File: src/rtl/framed_xor_autokey_codec_top_assert.svh
// assertion macros shared by the codec modules
`ifndef FRAMED_XOR_AUTOKEY_CODEC_TOP_ASSERT_SVH
`define FRAMED_XOR_AUTOKEY_CODEC_TOP_ASSERT_SVH

// condition must hold in the same cycle as the trigger
`define FXAC_ASSERT_SAME(label, ante, cons, msg) \
  label: assert property (@(posedge clk) disable iff (!rst_n) (ante) |-> (cons)) else $error(msg);

// condition must hold in the cycle after the trigger
`define FXAC_ASSERT_NEXT(label, ante, cons, msg) \
  label: assert property (@(posedge clk) disable iff (!rst_n) (ante) |=> (cons)) else $error(msg);

`endif

File: src/rtl/fxac_pkg.sv
// shared types and constants of the framed xor autokey codec
package fxac_pkg;

  // frame length limit and derived widths
  localparam int unsigned MAX_FRAME = 1024;
  localparam int unsigned DLEN_W    = $clog2(MAX_FRAME);

  // reset value of the key register
  localparam logic [7:0] INIT_KEY_RST = 8'hAB;

  // command codes
  localparam logic [1:0] CMD_START = 2'd0;
  localparam logic [1:0] CMD_ENC   = 2'd1;
  localparam logic [1:0] CMD_RECV  = 2'd2;
  localparam logic [1:0] CMD_ABORT = 2'd3;

  // result kinds
  localparam logic [2:0] KIND_HDR     = 3'd0;
  localparam logic [2:0] KIND_CIPHER  = 3'd1;
  localparam logic [2:0] KIND_PLAIN   = 3'd2;
  localparam logic [2:0] KIND_EMPTY   = 3'd3;
  localparam logic [2:0] KIND_LEN_ERR = 3'd4;

  // header expansion
  localparam int unsigned HDR_BEATS     = 4;
  localparam logic [1:0]  HDR_LAST_BEAT = 2'(HDR_BEATS - 1);
  localparam logic [2:0]  HDR_DONE      = 3'(HDR_BEATS);

  // queue between front and back
  localparam int unsigned QDEPTH = 4;
  localparam int unsigned QPTR_W = $clog2(QDEPTH);
  localparam int unsigned QCNT_W = $clog2(QDEPTH + 1);

  // input beat
  typedef struct packed {
    logic [1:0] cmd;
    logic [7:0] data_in;
    logic [9:0] msg_len;
  } in_beat_t;

  // result beat
  typedef struct packed {
    logic [7:0] data_out;
    logic [2:0] kind;
    logic       last;
  } out_beat_t;

  // queued operation; a header entry holds the length in len_hi and data
  typedef struct packed {
    logic [2:0] kind;
    logic [7:0] data;
    logic [1:0] len_hi;
    logic       last;
  } q_entry_t;

  // write side of the queue
  typedef struct packed {
    logic     push;
    q_entry_t entry;
  } q_wr_t;

endpackage

File: src/rtl/fxac_front.sv
// front end: takes input beats, keeps cipher state, queues result operations
module fxac_front (
  input  logic               clk,
  input  logic               rst_n,
  input  logic               in_valid,
  output logic               in_ready,
  input  fxac_pkg::in_beat_t in_data,
  input  logic               cfg_wr_en,
  input  logic [7:0]         cfg_wr_data,
  input  logic               q_full,
  output fxac_pkg::q_wr_t    q_wr
);
  import fxac_pkg::*;

  logic [7:0]        init_key_r;
  logic [7:0]        enc_key_r, enc_key_nxt;
  logic [9:0]        enc_rem_r, enc_rem_nxt;
  logic [7:0]        dec_key_r, dec_key_nxt;
  logic [2:0]        hdr_cnt_r, hdr_cnt_nxt;
  logic [31:0]       decl_r, decl_nxt;
  logic [DLEN_W-1:0] dec_rem_r, dec_rem_nxt;
  logic              accept;
  logic [31:0]       decl_shift;
  logic [7:0]        xor_byte;

  assign in_ready   = !q_full;
  assign accept     = in_valid && in_ready;
  assign decl_shift = {decl_r[23:0], in_data.data_in};

  // classify the beat and work out the state update
  always_comb begin
    enc_key_nxt = enc_key_r;
    enc_rem_nxt = enc_rem_r;
    dec_key_nxt = dec_key_r;
    hdr_cnt_nxt = hdr_cnt_r;
    decl_nxt    = decl_r;
    dec_rem_nxt = dec_rem_r;
    q_wr        = '0;
    xor_byte    = '0;
    if (accept) begin
      case (in_data.cmd)
        CMD_START: begin
          enc_key_nxt       = init_key_r;
          enc_rem_nxt       = in_data.msg_len;
          q_wr.push         = 1'b1;
          q_wr.entry.kind   = KIND_HDR;
          q_wr.entry.data   = in_data.msg_len[7:0];
          q_wr.entry.len_hi = in_data.msg_len[9:8];
          q_wr.entry.last   = (in_data.msg_len == 10'd0);
        end
        CMD_ENC: begin
          // ignored when no frame is open
          if (enc_rem_r != 10'd0) begin
            xor_byte        = enc_key_r ^ in_data.data_in;
            enc_key_nxt     = xor_byte;
            enc_rem_nxt     = enc_rem_r - 10'd1;
            q_wr.push       = 1'b1;
            q_wr.entry.kind = KIND_CIPHER;
            q_wr.entry.data = xor_byte;
            q_wr.entry.last = (enc_rem_r == 10'd1);
          end
        end
        CMD_RECV: begin
          if (hdr_cnt_r != HDR_DONE) begin
            // length header, big-endian
            decl_nxt    = decl_shift;
            hdr_cnt_nxt = hdr_cnt_r + 3'd1;
            if (hdr_cnt_r == HDR_DONE - 3'd1) begin
              if (decl_shift == 32'd0) begin
                hdr_cnt_nxt     = '0;
                dec_rem_nxt     = '0;
                q_wr.push       = 1'b1;
                q_wr.entry.kind = KIND_EMPTY;
                q_wr.entry.last = 1'b1;
              end else if (decl_shift >= 32'(MAX_FRAME)) begin
                hdr_cnt_nxt     = '0;
                dec_rem_nxt     = '0;
                q_wr.push       = 1'b1;
                q_wr.entry.kind = KIND_LEN_ERR;
              end else begin
                dec_rem_nxt = decl_shift[DLEN_W-1:0];
                dec_key_nxt = init_key_r;
              end
            end
          end else begin
            // frame body
            xor_byte        = dec_key_r ^ in_data.data_in;
            dec_key_nxt     = in_data.data_in;
            q_wr.push       = 1'b1;
            q_wr.entry.kind = KIND_PLAIN;
            q_wr.entry.data = xor_byte;
            if (dec_rem_r <= DLEN_W'(1)) begin
              q_wr.entry.last = 1'b1;
              hdr_cnt_nxt     = '0;
              dec_rem_nxt     = '0;
            end else begin
              dec_rem_nxt = dec_rem_r - DLEN_W'(1);
            end
          end
        end
        CMD_ABORT: begin
          hdr_cnt_nxt = '0;
          dec_rem_nxt = '0;
          decl_nxt    = '0;
          dec_key_nxt = init_key_r;
        end
        default: begin
          hdr_cnt_nxt = hdr_cnt_r;
        end
      endcase
    end
  end

  // state registers
  always_ff @(posedge clk) begin
    if (!rst_n) begin
      init_key_r <= INIT_KEY_RST;
      enc_key_r  <= INIT_KEY_RST;
      enc_rem_r  <= '0;
      dec_key_r  <= INIT_KEY_RST;
      hdr_cnt_r  <= '0;
      decl_r     <= '0;
      dec_rem_r  <= '0;
    end else begin
      if (cfg_wr_en) begin
        init_key_r <= cfg_wr_data;
      end
      enc_key_r <= enc_key_nxt;
      enc_rem_r <= enc_rem_nxt;
      dec_key_r <= dec_key_nxt;
      hdr_cnt_r <= hdr_cnt_nxt;
      decl_r    <= decl_nxt;
      dec_rem_r <= dec_rem_nxt;
    end
  end

endmodule

File: src/rtl/fxac_queue.sv
// short queue of result operations between front and back
`include "framed_xor_autokey_codec_top_assert.svh"
module fxac_queue (
  input  logic               clk,
  input  logic               rst_n,
  input  fxac_pkg::q_wr_t    q_wr,
  output logic               q_full,
  input  logic               pop,
  output logic               q_valid,
  output fxac_pkg::q_entry_t q_head
);
  import fxac_pkg::*;

  q_entry_t          slots_r [QDEPTH];
  logic [QPTR_W-1:0] wr_ptr_r, wr_ptr_nxt;
  logic [QPTR_W-1:0] rd_ptr_r, rd_ptr_nxt;
  logic [QCNT_W-1:0] count_r, count_nxt;
  logic              push;

  assign push    = q_wr.push;
  assign q_full  = (count_r == QCNT_W'(QDEPTH));
  assign q_valid = (count_r != '0);
  assign q_head  = slots_r[rd_ptr_r];

  // pointer and fill count update
  always_comb begin
    wr_ptr_nxt = push ? wr_ptr_r + QPTR_W'(1) : wr_ptr_r;
    rd_ptr_nxt = pop ? rd_ptr_r + QPTR_W'(1) : rd_ptr_r;
    count_nxt  = count_r;
    if (push && !pop) begin
      count_nxt = count_r + QCNT_W'(1);
    end else if (pop && !push) begin
      count_nxt = count_r - QCNT_W'(1);
    end
  end

  always_ff @(posedge clk) begin
    if (!rst_n) begin
      wr_ptr_r <= '0;
      rd_ptr_r <= '0;
      count_r  <= '0;
    end else begin
      wr_ptr_r <= wr_ptr_nxt;
      rd_ptr_r <= rd_ptr_nxt;
      count_r  <= count_nxt;
    end
  end

  // entry storage
  always_ff @(posedge clk) begin
    if (push) begin
      slots_r[wr_ptr_r] <= q_wr.entry;
    end
  end

  `FXAC_ASSERT_SAME(a_no_overflow, push, !q_full, "queue written while full")
  `FXAC_ASSERT_SAME(a_no_underflow, pop, q_valid, "queue read while empty")
  `FXAC_ASSERT_NEXT(a_fill_up, push && !pop, count_r == $past(count_r) + QCNT_W'(1), "fill count")

endmodule

File: src/rtl/fxac_back.sv
// back end: expands queued operations into result beats, output register
`include "framed_xor_autokey_codec_top_assert.svh"
module fxac_back (
  input  logic                clk,
  input  logic                rst_n,
  input  logic                q_valid,
  input  fxac_pkg::q_entry_t  q_head,
  output logic                pop,
  output logic                out_valid,
  input  logic                out_ready,
  output fxac_pkg::out_beat_t out_data
);
  import fxac_pkg::*;

  logic      out_valid_r, out_valid_nxt;
  out_beat_t out_r, out_nxt;
  logic [1:0] beat_r, beat_nxt;
  logic       load_ok;
  logic       emit;
  logic       is_hdr;

  assign load_ok = !out_valid_r || out_ready;
  assign emit    = q_valid && load_ok;
  assign is_hdr  = (q_head.kind == KIND_HDR);
  assign pop     = emit && (!is_hdr || beat_r == HDR_LAST_BEAT);

  // pick the next result beat
  always_comb begin
    out_nxt       = out_r;
    beat_nxt      = beat_r;
    out_valid_nxt = out_valid_r && !out_ready;
    if (emit) begin
      out_valid_nxt = 1'b1;
      out_nxt.kind  = q_head.kind;
      out_nxt.data_out = q_head.data;
      out_nxt.last  = q_head.last;
      if (is_hdr) begin
        // header: two zero bytes, then the length high and low
        case (beat_r)
          2'd0, 2'd1: out_nxt.data_out = 8'h00;
          2'd2:       out_nxt.data_out = {6'b0, q_head.len_hi};
          default:    out_nxt.data_out = q_head.data;
        endcase
        out_nxt.last = q_head.last && (beat_r == HDR_LAST_BEAT);
        beat_nxt     = (beat_r == HDR_LAST_BEAT) ? 2'd0 : beat_r + 2'd1;
      end
    end
  end

  always_ff @(posedge clk) begin
    if (!rst_n) begin
      out_valid_r <= 1'b0;
      beat_r      <= '0;
    end else begin
      out_valid_r <= out_valid_nxt;
      beat_r      <= beat_nxt;
    end
  end

  // output payload
  always_ff @(posedge clk) begin
    out_r <= out_nxt;
  end

  assign out_valid = out_valid_r;
  assign out_data  = out_r;

  `FXAC_ASSERT_SAME(a_beat_in_hdr, beat_r != 2'd0, q_valid && is_hdr, "stray header beat")
  `FXAC_ASSERT_SAME(a_pop_loads, pop, load_ok, "entry dropped without output load")
  `FXAC_ASSERT_NEXT(a_emit_shows, emit, out_valid_r, "emitted beat not presented")

endmodule

File: src/rtl/framed_xor_autokey_codec_top.sv
// Framed xor autokey codec, top level.
// A taken beat is queued, then its first result is loaded into the output register.
// Throughput: one input beat per cycle while the queue has room; each beat gives at most one
// result beat, except an encrypt start, which gives four header beats.
// The output port is the rate limit; a four-entry queue sits between front and back.
// Reset: synchronous active-low rst_n clears both sides and reloads the key to 0xAB.
module framed_xor_autokey_codec_top (
  input  logic                clk,
  input  logic                rst_n,
  input  logic                in_valid,
  output logic                in_ready,
  input  fxac_pkg::in_beat_t  in_data,
  output logic                out_valid,
  input  logic                out_ready,
  output fxac_pkg::out_beat_t out_data,
  input  logic                cfg_wr_en,
  input  logic [7:0]          cfg_wr_data
);
  import fxac_pkg::*;

  q_wr_t    q_wr;
  q_entry_t q_head;
  logic     q_full;
  logic     q_valid;
  logic     pop;

  // input side: cipher state and classification
  fxac_front u_front (
    .clk         (clk),
    .rst_n       (rst_n),
    .in_valid    (in_valid),
    .in_ready    (in_ready),
    .in_data     (in_data),
    .cfg_wr_en   (cfg_wr_en),
    .cfg_wr_data (cfg_wr_data),
    .q_full      (q_full),
    .q_wr        (q_wr)
  );

  // decoupling queue
  fxac_queue u_queue (
    .clk     (clk),
    .rst_n   (rst_n),
    .q_wr    (q_wr),
    .q_full  (q_full),
    .pop     (pop),
    .q_valid (q_valid),
    .q_head  (q_head)
  );

  // output side: header expansion and result register
  fxac_back u_back (
    .clk       (clk),
    .rst_n     (rst_n),
    .q_valid   (q_valid),
    .q_head    (q_head),
    .pop       (pop),
    .out_valid (out_valid),
    .out_ready (out_ready),
    .out_data  (out_data)
  );

endmodule

File: config.mk
export PLATFORM = sky130hd
export DESIGN_NAME = framed_xor_autokey_codec_top
export DESIGN_NICKNAME = d
export VERILOG_FILES = /design/src/rtl/fxac_pkg.sv /design/src/rtl/fxac_front.sv /design/src/rtl/fxac_queue.sv /design/src/rtl/fxac_back.sv /design/src/rtl/framed_xor_autokey_codec_top.sv
export VERILOG_INCLUDE_DIRS = /design/src /design/src/rtl
export SDC_FILE = /design/constraint.sdc
export NUM_CORES = 1
export LEC_CHECK = 0
export BUFFER_PORTS_ARGS = -buffer_cell sky130_fd_sc_hd__buf_2
export CORE_MARGIN = 3
export CORE_UTILIZATION = 50
export CTS_CLUSTER_SIZE = 8
export DETAILED_ROUTE_END_ITERATION = 16
export GPL_TIMING_DRIVEN = 0
export PLACE_DENSITY = 0.7
export SYNTH_ARGS = -nofsm -noshare
export SYNTH_HDL_FRONTEND = slang
export SYNTH_SLANG_ARGS = --single-unit
File: constraint.sdc
create_clock -name clk -period 3.5 [get_ports clk]
set_input_delay 0.525 -clock clk [delete_from_list [all_inputs] [get_ports clk]]
set_output_delay 0.525 -clock clk [all_outputs]
set_load 0.01 [all_outputs]
==> out/results.ini, run 1 <==
[synth]
yosysMostFrequentCell = nand2_1
synth_edf_count = 68
yosysTopAreaCellShare = 0.2825
ys_types = 61
syn_inst = 719
syn_avg_cell_area_um2 = 10.05
ys_top_cells_by_count = 89 x nand2_1, 83 x dfxtp_1, 68 x edfxtp_1
synth_ff_type = dfxtp_1
ys_seq_elements = 151
synth_top_area_cell = edfxtp_1
ys_seq_area_frac = 0.5125
async_reset_ff_frac = 0
syn_nets = 767
synth_area_leaders = edfxtp_1 28%, dfxtp_1 23%, nand2_1 4.6%
yosys_warnings = 0
syn_area_um2 = 7227

[cells_and_area]
antennaDiodeCount = 0
fin_nets = 821
fin_util = 0.5867
design_area_um2 = 8207
drive_gt1_frac = 0.1399
synthToLayoutAreaGrowth_pct = 13.56

[critical_path]
required_ns = 3.85
cp_max_fo = 10
crit_path_end_kind = register
slowest_stage = nor3b_1
worstSetupPathDepth = 13
critPathArrivalTime_ns = 3.52
worstPathCellList = inv_1 > ha_1 > nor3b_1 > nand4_1 > nand3b_1 > buf_2 > o41ai_4 > ha_1 > inv_1 > fa_1 > xor2_1 > or3_1 > a21oi_1
cp_num_buf_inv = 3
reg2regPathDepth = 13
worstSetupStartpointType = register
cp_top_family = simple AND/OR/NAND/NOR gates
critPathMaxStageDelay_ns = 0.51
path_class = reg2reg

[pwr]
p_sw_mw = 1.550
switching_share = 0.3105
power_frac_seq = 0.433
comb_power_share = 0.220
p_leak_nw = 2.990
clockPowerShare = 0.347
ir_worst_vdd_uv = 342.0
power.internal_mw = 3.442
p_per_area_nw_per_um2 = 608.3
fin_total_pwr_mw = 4.992

[detailed_routing]
wl_per_cell_um = 18.29
drc = 0
via_per_inst = 5.889
firstDrtPassIters = 6
drtIter0Drc = 406
routed_wl_mm = 17.67
via_count = 5689
drtAntennaViolNets = 0

[grt]
gr-total-overflow = 0
track_usage = 0.2241
grt_pass1_vias = 5558
grt_pass1_wl_mm = 28.33
grt_max_degree = 18
grt_antenna_before_repair = 0

[timing]
final-max-slew-violation-count = 0
period_minus_slack_ns = 3.169
final-setup-viol-count = 0
setup_tns_ns = 0
skew_ns = 0.008040
worstMarginPinSlew_ns = 0.9452
fin_crit_sh = 0.9056
rsz0062_at_grt = no
timing.slew.headroom = 0.3650
max_freq_mhz = 315.5
hold_viol_final = 0
setup_ws_ns = 0.3305

[die]
std_cell_rows = 43
coreArea_um2 = 13990
initial_core_util = 0.5166
pin_count = 47
die_w_um = 126.2
die_area_um2 = 15930
die_h_um = 126.2

[clocking]
cts_sinks = 151
cts_tree = done
cts_setup_buffers = 0
cts_root_buf = clkbuf_16
cts_made_buffers = 17
clockBufferDepth = 2
htreeDepth = 4
clk_latency_ns = 0.43
clk_pin_slew_ns = 0.07

[outcome]
outcome = finished, final reports clean

[placed_design]
hpwl_mm = 12.47
port_buffers = 35
place_area_um2 = 7627
place_ws_ns = -0.1792
place_congestion = 0.9203

[min_path]
hold_path_class = in2reg
holdPathStages = 3

[flow_run]
maxCapViolations = 0

## placed cells by master, fill, tap and decap left out, types with 14 or more instances in the layout
| master | netlist | routed |
|---|---|---|
| ha_1 | 14 | 14 |
| and2_1 | 19 | 19 |
| clkbuf_16 | 0 | 17 |
| mux2i_1 | 15 | 15 |
| nand2_1 | 89 | 89 |
| clkbuf_1 | 37 | 37 |
| dfxtp_1 | 83 | 83 |
| o21ai_0 | 25 | 25 |
| edfxtp_1 | 68 | 68 |
| buf_2 | 5 | 40 |
| inv_1 | 15 | 15 |
| nand3_1 | 34 | 34 |
| nor4_1 | 18 | 17 |
| nor2_1 | 63 | 63 |
| a21oi_1 | 65 | 64 |
## kinds of logic after synthesis
group	Yosys count	share of synthesized area
AND/OR/NAND/NOR	287	0.1944
multiplexers	38	0.07895
flip-flops	151	0.5125
adder cells (fa/ha/maj)	15	0.02701
XOR/XNOR	24	0.02909
AO/OA/AOI/OAI	141	0.1224
buffers and inverters	63	0.03566
## through the flow
stage          hold slack [ns]  instances
6_report                0.3091        966
5_1_grt                 0.3223        966
4_1_cts                 0.3008        966
3_5_place_dp            0.4510        934
3_3_place_gp            0.4410        934
2_1_floorplan           0.4316        719
## registers in the layout, indices dropped and copies added (netlist names), named ones only
register and cells:
u_front.dec_key_r 8, u_front.hdr_cnt_r 3, u_queue.wr_ptr_r 2, u_back.out_data 12, u_queue.count_r 3, u_front.decl_r 24
u_front.enc_rem_r 10, u_front.dec_rem_r 10, u_front.enc_key_r 8, u_queue.slots_r 56, u_back.out_valid 1, u_queue.rd_ptr_r 2
u_back.beat_r 2, u_front.init_key_r 8
## routing by layer
| layer | part of all wire | global-route usage |
|---|---|---|
| met1 | 0.44 | 0.2945 |
| met2 | 0.47 | 0.3587 |
| met3 | 0.061 | 0.04750 |
| met4 | 0.030 | 0.09968 |
| met5 | 0 | 0 |
## power by group through the flow
stage          Clock (mW)  Combinational, mW  Sequential, mW
2_1_floorplan           0              0.734            2.22
3_3_place_gp            0               1.06            2.19
3_5_place_dp            0               1.08            2.20
4_1_cts              1.75               1.09            2.16
5_1_grt              1.83               1.21            2.18
6_report             1.73               1.10            2.16
## area by class of cell
type	instances	area, µm²
plain buffers	48	201.4
clock buffers	17	425.4
clock inverters	15	132.6
fillers	1218	5782
inverters	15	56.30
multi-input cells	505	3287
flip-flops and latches	151	3704
well taps	180	225.2
repair buffers	35	175.2
## worst reg2reg max path, cell delays in order (launching register included)
cell	delay [ns]
dfxtp_1	0.34
inv_1	0.11
ha_1	0.23
nor3b_1	0.51
nand4_1	0.20
nand3b_1	0.15
buf_2	0.28
o41ai_4	0.20
ha_1	0.29
inv_1	0.08
fa_1	0.18
xor2_1	0.08
or3_1	0.31
a21oi_1	0.14
## worst paths after layout
kind,start,end,slack (ns)
max,u_front.enc_rem_r[0],u_queue.count_r[2],0.33
min,cfg_wr_data[3],u_front.init_key_r[3],0.31
max reg2reg,u_front.enc_rem_r[0],u_queue.count_r[2],0.33
min reg2reg,u_front.decl_r[19],u_front.decl_r[19],0.45
## what timing repair did
action                     4_1_cts  5_1_grt
hold buffers                     0        0
resized for setup                0        2
setup endpoints to repair        0        1
Note: power is estimated with default switching activity, not from simulation.
==> inputs of run 2 (changes only) <==
--- a/config.mk
+++ b/config.mk
@@ -9,10 +9,11 @@
 export BUFFER_PORTS_ARGS = -buffer_cell sky130_fd_sc_hd__buf_2
 export CORE_MARGIN = 3
 export CORE_UTILIZATION = 50
-export CTS_CLUSTER_SIZE = 8
+export CTS_CLUSTER_SIZE = 24
 export DETAILED_ROUTE_END_ITERATION = 16
-export GPL_TIMING_DRIVEN = 0
+export GPL_TIMING_DRIVEN = 1
 export PLACE_DENSITY = 0.7
 export SYNTH_ARGS = -nofsm -noshare
 export SYNTH_HDL_FRONTEND = slang
+export SYNTH_HIERARCHICAL = 1
 export SYNTH_SLANG_ARGS = --single-unit
==> run 2 against run 1 <==
Compared with the run above:
- die area down 0.88%
- routed wire length shrank 4.1%
- cell count fell by 7.1%
- critical path depth down 2
- total power grew 2.0%
- flip-flop and latch count is the same
- combinational power about the same
- non-clock buffer count down 18
- critical endpoint is now u_queue/count_r[2]
==> out/results.ini, run 2 <==
[outcome]
outcome = finished, final reports clean

[min_path]
hold_path_class = in2reg
hold_end = u_front/init_key_r[5]
min_from = cfg_wr_data[5]
holdPathStages = 3

[grt]
track_usage = 0.2177
grt_pass1_wl_mm = 27.32
grt_pass1_vias = 5140
gr-total-overflow = 0
grt_max_degree = 30
grt_antenna_before_repair = 0

[die]
initial_core_util = 0.5139
coreArea_um2 = 13930
die_w_um = 125.7
pin_count = 47
std_cell_rows = 43
die_h_um = 125.7
die_area_um2 = 15790

[clocking]
cts_root_buf = clkbuf_16
clk_latency_ns = 0.43
cts_tree = done
cts_made_buffers = 17
cts-resized-gates = 0
cts_setup_buffers = 0
cts_sinks = 151
htreeDepth = 4
clk_pin_slew_ns = 0.06
ctsHoldBuffers = 0
clockBufferDepth = 2

[placed_design]
place_ws_ns = 0.1404
place_congestion = 0.8403
dp.cells = 865
place_area_um2 = 7543
port_buffers = 46
hpwl_mm = 11.54

[pwr]
p_per_area_nw_per_um2 = 626.1
p_leak_nw = 2.985
fin_total_pwr_mw = 5.090
ir_worst_vdd_uv = 425.9

[cells_and_area]
final_cell_mix = 83 x dfxtp_1, 68 x edfxtp_1, 55 x nand2_1, 49 x a21oi_1, 46 x buf_2
synthToLayoutAreaGrowth_pct = 13.52
design_area_um2 = 8129
largest_register_ff_count = 56
top_register = u_queue/slots_r
fin_nets = 753
antennaDiodeCount = 0
drive_gt1_frac = 0.1841
fin_util = 0.5834
stdcell_count = 897
mostFrequentLayoutCell = dfxtp_1

[synth]
syn_area_um2 = 7161
yosysMostFrequentCell = dfxtp_1
synth_mux_area_frac = 0.07426
syn_nets = 715
async_reset_ff_frac = 0
synth_ff_type = dfxtp_1
synthXorXnorAreaFrac = 0.02813
synth_edf_count = 68
ys_seq_area_frac = 0.5172
synth_area_leaders = edfxtp_1 29%, dfxtp_1 23%, a21oi_1 3.4%
syn_avg_cell_area_um2 = 10.75
ys_types = 72
synth_top_area_cell = edfxtp_1
synth-adder-area-share = 0.02901
ys_top_cells_by_count = 83 x dfxtp_1, 68 x edfxtp_1, 55 x nand2_1
ys_seq_elements = 151
yosysTopAreaCellShare = 0.2852
synth_top_family_by_area = simple AND/OR/NAND/NOR gates
syn_inst = 666
synth-simple-area-share = 0.1725
synth-compound-area-share = 0.1387
yosys_warnings = 6

[timing]
worstMarginPinSlew_ns = 0.7918
skew_ns = 0.01080
timing.slew.headroom = 0.4702
fin_crit_sh = 0.9631
hold_ws_ns = 0.3267
final-setup-viol-count = 0
setup_ws_ns = 0.1293
hold_viol_final = 0
period_minus_slack_ns = 3.371
rsz0062_at_grt = no
final-max-slew-violation-count = 0
setup_tns_ns = 0
max_freq_mhz = 296.7

[critical_path]
cp_max_fo = 8
worstSetupStartpointType = register
timing.rr.end = u_queue/count_r[2]
crit_path_end_kind = register
path_class = reg2reg
reg2regPathDepth = 11
r2r_slack_ns = 0.13
required_ns = 3.85
critPathArrivalTime_ns = 3.72

[detailed_routing]
routed_wl_mm = 16.94
drtIter0Drc = 719
firstDrtPassIters = 5
drtAntennaViolNets = 0
drc = 0
wl_per_cell_um = 18.89
via_per_inst = 6.154
via_count = 5520

[flow_run]
maxCapViolations = 0

## run 2: cell types whose count changed in the layout (fill, tap and decap cells not counted), sizes merged, moves of 7 or more
cell / delta
mux2: -8
buf: +19
a21oi: -16
nor2: -23
clkbuf: -30
nand2: -34
a222oi: +7
nand2b: -9
xnor2: -7
o22a: -8
o21ai: +13
## run 2: how the worst max path moves through the flow
stage,start,to,slack (ns),cells after the start
final,register,u_queue/count_r[2],0.13,11
after global routing,register,u_queue/count_r[2],0.02,11
after CTS,register,u_queue/count_r[2],0.11,11
after detailed placement,register,u_queue/count_r[2],0.14,11
after global placement,in_data[13],u_queue/count_r[2],0.25,11
after floorplan,in_data[13],u_queue/count_r[2],0.36,11
## run 2: cell families after synthesis
group,after synthesis
and+or+nand+nor,229
DFF,151
AOI/OAI and AO/OA,149
buffers and inverters,64
muxes,34
xor gates and xnor gates,23
adders and majority gates,16
## run 2: routing by layer
layer,GRT usage,wire length [µm],share of wire,vias to the layer above
met5,0,0,0,-
met4,0.08610,420,0.025,0
met3,0.04835,1029,0.061,38
met1,0.2853,7091,0.42,2695
met2,0.3540,8398,0.50,219
li1,-,-,-,2568
## run 2: layout make-up
cell class                      count  area, µm²
Sequential cell                   151       3704
Fill cell                        1170       5806
Timing Repair Buffer               65      372.9
Multi-Input combinational cell    451       3174
Clock inverter                      8      123.9
Inverter                           18      67.56
Clock buffer                       24      461.7
Tap cell                          180      225.2
## run 2: power breakdown
group	switching, mW	total [mW]	internal, mW
sequential	0.102	2.16	2.06
clock	0.692	1.83	1.14
combinational	0.638	1.10	0.458
total	1.43	5.09	3.66
## run 2: critical path, stage by stage (launching register included)
cell,delay [ns]
dfxtp_1,0.46
mux4_1,0.69
or3_4,0.47
nor2_8,0.19
nor2b_2,0.09
inv_1,0.06
ha_1,0.17
inv_1,0.07
fa_1,0.44
xor2_1,0.18
or3_1,0.30
a21boi_0,0.16
